$ cat src/mvm_pkg.sv
// ----------------------------------------------------------------------------
// mvm_pkg: shared types and constants for the matrix-vector MAC lanes
// Item layouts, action codes, controller states and lane control bundle.
// ----------------------------------------------------------------------------
package mvm_pkg;

    localparam int ITEM_LANES = 4;
    localparam int DATA_W     = 32;
    localparam int GROUP_W    = 6;
    localparam int FRAC_BITS  = 16;
    localparam int PROD_W     = 2 * DATA_W;
    localparam int SHIFT_W    = PROD_W - FRAC_BITS;
    localparam int SUM_W      = SHIFT_W + 1;

    localparam int DEF_LANES  = 4;
    localparam int DEF_GROUPS = 64;

    typedef logic signed [DATA_W-1:0] q_t;

    typedef enum logic [1:0] {
        ACT_PRELOAD = 2'd0,
        ACT_MAC     = 2'd1,
        ACT_READ    = 2'd2
    } action_t;

    typedef enum logic [1:0] {
        ST_IDLE,
        ST_LOAD,
        ST_WRITE
    } state_t;

    typedef struct packed {
        logic [1:0]         action;
        logic [GROUP_W-1:0] group;
        q_t                 weight;
        q_t                 lane_a;
        q_t                 lane_b;
        q_t                 lane_c;
        q_t                 lane_d;
    } in_item_t;

    typedef struct packed {
        logic [GROUP_W-1:0] group_out;
        q_t                 acc_a;
        q_t                 acc_b;
        q_t                 acc_c;
        q_t                 acc_d;
        logic               saturated;
    } out_item_t;

    typedef struct packed {
        logic rd_en;
        logic wr_en;
        logic is_preload;
        logic is_mac;
    } lane_ctl_t;

endpackage

$ cat src/mvm_lane.sv
// ----------------------------------------------------------------------------
// mvm_lane: one accumulator lane
// Holds the lane's accumulator memory, the Q16.16 multiplier and the
// saturating accumulate that produces the lane's new value.
// ----------------------------------------------------------------------------
module mvm_lane #(
    parameter int GROUPS = mvm_pkg::DEF_GROUPS,
    parameter int AW     = 6
) (
    input  logic              clk,
    input  mvm_pkg::lane_ctl_t ctl,
    input  logic [AW-1:0]     addr,
    input  mvm_pkg::q_t       weight,
    input  mvm_pkg::q_t       col,
    output mvm_pkg::q_t       value,
    output logic              sat
);

    mvm_pkg::q_t                          mem [GROUPS];
    mvm_pkg::q_t                          rd_data_reg;
    logic signed [mvm_pkg::PROD_W-1:0]    prod_reg;
    logic signed [mvm_pkg::SHIFT_W-1:0]   shifted;
    logic signed [mvm_pkg::SUM_W-1:0]     sum;
    logic                                 ovf;
    mvm_pkg::q_t                          new_val;

    always_ff @(posedge clk)
    begin
        if (ctl.wr_en)
        begin
            mem[addr] <= new_val;
        end
        if (ctl.rd_en)
        begin
            rd_data_reg <= mem[addr];
        end
    end

    always_ff @(posedge clk)
    begin
        if (ctl.rd_en)
        begin
            prod_reg <= weight * col;
        end
    end

    // Dropping the low fraction bits of the product is a floor shift.
    assign shifted = prod_reg[mvm_pkg::PROD_W-1:mvm_pkg::FRAC_BITS];
    assign sum     = {{(mvm_pkg::SUM_W - mvm_pkg::DATA_W){rd_data_reg[mvm_pkg::DATA_W-1]}},
                      rd_data_reg}
                   + {shifted[mvm_pkg::SHIFT_W-1], shifted};
    assign ovf     = sum[mvm_pkg::SUM_W-1:mvm_pkg::DATA_W-1]
                     != {(mvm_pkg::SUM_W - mvm_pkg::DATA_W + 1){sum[mvm_pkg::SUM_W-1]}};

    always_comb
    begin
        if (ctl.is_preload)
        begin
            new_val = col;
        end
        else if (ctl.is_mac)
        begin
            if (ovf)
            begin
                new_val = sum[mvm_pkg::SUM_W-1] ? {1'b1, {(mvm_pkg::DATA_W-1){1'b0}}}
                                                : {1'b0, {(mvm_pkg::DATA_W-1){1'b1}}};
            end
            else
            begin
                new_val = sum[mvm_pkg::DATA_W-1:0];
            end
        end
        else
        begin
            new_val = rd_data_reg;
        end
    end

    assign value = new_val;
    assign sat   = ctl.is_mac & ovf;

endmodule

$ cat config.mk
export PLATFORM = sky130hd
export DESIGN_NAME = mvm_lane
export DESIGN_NICKNAME = d
export VERILOG_FILES = /design/src/mvm_pkg.sv /design/src/mvm_lane.sv
export SDC_FILE = /design/constraint.sdc
export NUM_CORES = 2
export LEC_CHECK = 0
export BUFFER_PORTS_ARGS = -buffer_cell sky130_fd_sc_hd__buf_4
export CAP_MARGIN = 20
export CORE_UTILIZATION = 47
export DETAILED_ROUTE_END_ITERATION = 8
export PLACE_DENSITY = 0.66
export SYNTH_ARGS = -nofsm -noshare
export SYNTH_HDL_FRONTEND = slang
export SYNTH_SLANG_ARGS = --single-unit
$ cat constraint.sdc
create_clock -name clk -period 9.6 [get_ports clk]
set_input_delay 1.92 -clock clk [delete_from_list [all_inputs] [get_ports clk]]
set_output_delay 1.92 -clock clk [all_outputs]
set_load 0.02 [all_outputs]
==> impl_metrics.ini <==
[clock_network]
cts.clk_slew.worst_paths_ns = 0.06
ctsHtreeMaxLevel = 4
post_cts_buffers = 0
clkLatencyLatePin_ns = 0.87
cts_buffers = 199
cts_tree = done
clock-sinks = 2128
library_cell_used_as_clock_root_buffer = sky130_fd_sc_hd__clkbuf_16
clk_path_buf_depth = 3

[final_layout]
final_core_utilization_pct = 53.2
largest_register_ffs = 2048
area_growth_syn_to_layout_pct = 12.1
filler_cell_count = 19500
drive_gt1_share_pct = 11.4
finalNetCount = 9781
final_cells = 11700

[yosys]
synth_area_per_cell_um2 = 14.1
number_of_synthesized_flops_with_an_enable_pin = 2128
yosys-top-cells-area = sky130_fd_sc_hd__edfxtp_1 (56%), sky130_fd_sc_hd__fa_1 (19%), sky130_fd_sc_hd__a22oi_1 (4.1%)
ys_seq_elements = 2128
netlist.area_leader.share_pct = 55.9
most_instantiated_flip_flop_cell_in_the_synthesis_netlist = sky130_fd_sc_hd__edfxtp_1
synth_seq_area_share_pct = 55.9
post_synth_inst_count = 8113
post-synth-top-area-cell = sky130_fd_sc_hd__edfxtp_1
post_synth_most_frequent_cells = sky130_fd_sc_hd__edfxtp_1 (2128), sky130_fd_sc_hd__fa_1 (1082), sky130_fd_sc_hd__inv_1 (960)
yosysMostFrequentCell = sky130_fd_sc_hd__edfxtp_1
yosysWarnings = 0
yosysUniqueCellTypes = 77
synthArstFlopShare_pct = 0
synth.net_count = 9498
synth.cell_area_um2 = 114000

[die]
floorplan.die_area_um2 = 245000
die-height_um = 495
start_util_pct = 47.4
floorplan.core_area_um2 = 241000
rows = 180
ios = 108
floorplan.die.width_um = 495

[global_routing]
grt_start_max_net_pins = 117
grtUsageMet1_pct = 38.0
aggregate_global_routing_overflow = 0
via_count_of_the_first_global_routing_pass = 72900
grt_antenna_before_repair = 18
gr-usage-met3_pct = 5.44
gr_peak_layer = met2
global_route_wire_length_before_repair_um = 486000
global_route.usage.met2_pct = 42.7
gr-usage-all-layers_pct = 27.1

[critical_path]
crit_slowest_cell = sky130_fd_sc_hd__fa_1
setup.worst_path.end_class = flip-flop
critPathRequiredTime_ns = 10.18
critical_path_peak_fanout = 10
cp-start-kind = input pin
max_stage_delay_ns = 0.58
crit_path_class = in2reg
cp.arrival_ns = 9.71

[drt]
via_per_inst = 6.04
drt-pass1-iter-count = 8
drt_iter0_markers = 8015
finalWirelength_um = 327000
antenna_left = 0
vias = 70900
route.detailed.wl_per_inst_um = 27.9
route.detailed.drc = 0

[timing]
maxClockFrequency_mhz = 110
rsz0062_at_grt = no
timing.max_slew.rel_slack_pct = 19.0
period_minus_slack_ns = 9.13
fin_hold_ws_ns = 0.721
skew_ns = 0.0446
finalCritPeriodShare_pct = 95.1
finalSetupViolations = 0
timing_worst_slew_pin_value_ns = 1.20
hold_viol_final = 0
report.final.slew_viol_count = 0

[placed_design]
finalWeightedCongestion = 0.880
place_inst = 11400
hpwlAfterDp_um = 216000
io_buffer_count = 107

[min_path]
class_of_the_worst_hold_path = reg2reg

[status]
status = completed

[run]
drv_cap = 0
[final cells by class]
type	count	area, um2	area share, %
sequential	2128	63900	49.8
antenna	4	10.0	0.00780
inverter	960	3600	2.81
timing repair buffer	569	4590	3.58
multi-input combinational	4538	45900	35.8
clock buffer	247	5200	4.06
clock inverter	104	1020	0.799
tap	3185	3990	3.11
[layer usage]
layer	wire [um]	vias to the layer above
li1	-	29700
met1	128000	36700
met2	153000	3930
met3	36100	525
met4	9720	8
met5	48	-
[timing repair]
item	CTS	global route
setup endpoints to repair	0	4
gates resized for setup	0	3
hold buffers	0	0
[cells in the final DEF (no fill, tap or decap), types with 15 or more instances in the layout]
cell type                   netlist  routed
sky130_fd_sc_hd__nor3_1          25      23
sky130_fd_sc_hd__nor2_4           0      64
sky130_fd_sc_hd__a21oi_1        143     143
sky130_fd_sc_hd__buf_4            5     543
sky130_fd_sc_hd__a31oi_1        211     211
sky130_fd_sc_hd__clkinv_1         0      34
sky130_fd_sc_hd__ha_1           228     228
sky130_fd_sc_hd__clkinv_2         0      31
sky130_fd_sc_hd__and2_1         516     516
sky130_fd_sc_hd__buf_12           0      25
sky130_fd_sc_hd__o22ai_1         28      28
sky130_fd_sc_hd__nand2_1        547     546
sky130_fd_sc_hd__nor2_1         164     100
sky130_fd_sc_hd__nor4_1          39      35
sky130_fd_sc_hd__nand2b_1        16      16
sky130_fd_sc_hd__nand3_1         52      51
sky130_fd_sc_hd__inv_1          960     960
sky130_fd_sc_hd__fa_1          1082    1082
sky130_fd_sc_hd__clkbuf_1       418      46
sky130_fd_sc_hd__a221oi_1       200     200
sky130_fd_sc_hd__xnor2_1         50      50
sky130_fd_sc_hd__a21o_1          45      45
sky130_fd_sc_hd__a22oi_1        628     628
sky130_fd_sc_hd__nand4_1         74      74
sky130_fd_sc_hd__o21ai_0         52      51
sky130_fd_sc_hd__edfxtp_1      2128    2128
sky130_fd_sc_hd__o21a_1          17      17
sky130_fd_sc_hd__xor2_1          37      37
sky130_fd_sc_hd__clkbuf_16        0     201
sky130_fd_sc_hd__a22o_1         199     199
sky130_fd_sc_hd__a211oi_4         1      29
sky130_fd_sc_hd__bufinv_16        0      15
[per-stage QoR]
stage	cell area [um2]	setup slack, ns	TNS [ns]
3_5_place_dp	122000	-0.512	-5.75
2_1_floorplan	114000	0.123	0
6_report	128000	0.472	0
4_1_cts	128000	0.321	0
3_3_place_gp	122000	-0.540	-4.73
5_1_grt	128000	0.0144	0
[logic make-up after synthesis]
group / after synthesis / share of synthesized area [%]
flip-flops: 2128 / 55.9
AO/OA/AOI/OAI: 1639 / 10.6
AND/OR/NAND/NOR: 1500 / 6.63
buffers and inverters: 1447 / 4.79
adder cells (fa/ha/maj): 1310 / 21.4
XOR/XNOR: 87 / 0.666
multiplexers: 2 / 0.0175
[worst max-delay path, delay by kind of cell]
kind	cells	cell delay [ns]
AOI/OAI and AO/OA	10	1.89
buffers and inverters	11	1.25
adders and majority gates	9	3.79
xor gates and xnor gates	1	0.07
and+or+nand+nor	3	0.77
[worst paths after layout]
check,endpoint,cells after the start,slack (ns),start
max,prod_reg[62],34,0.47,col[5]
min,rd_data_reg[22],4,0.72,mem[50][22]
max reg2reg,mem[55][8],16,2.95,prod_reg[17]
min reg2reg,rd_data_reg[22],4,0.72,mem[50][22]
Power is left out: the tool's default activity adds up to more than one toggle a clock period on the data nets, which glitch-free logic cannot reach.
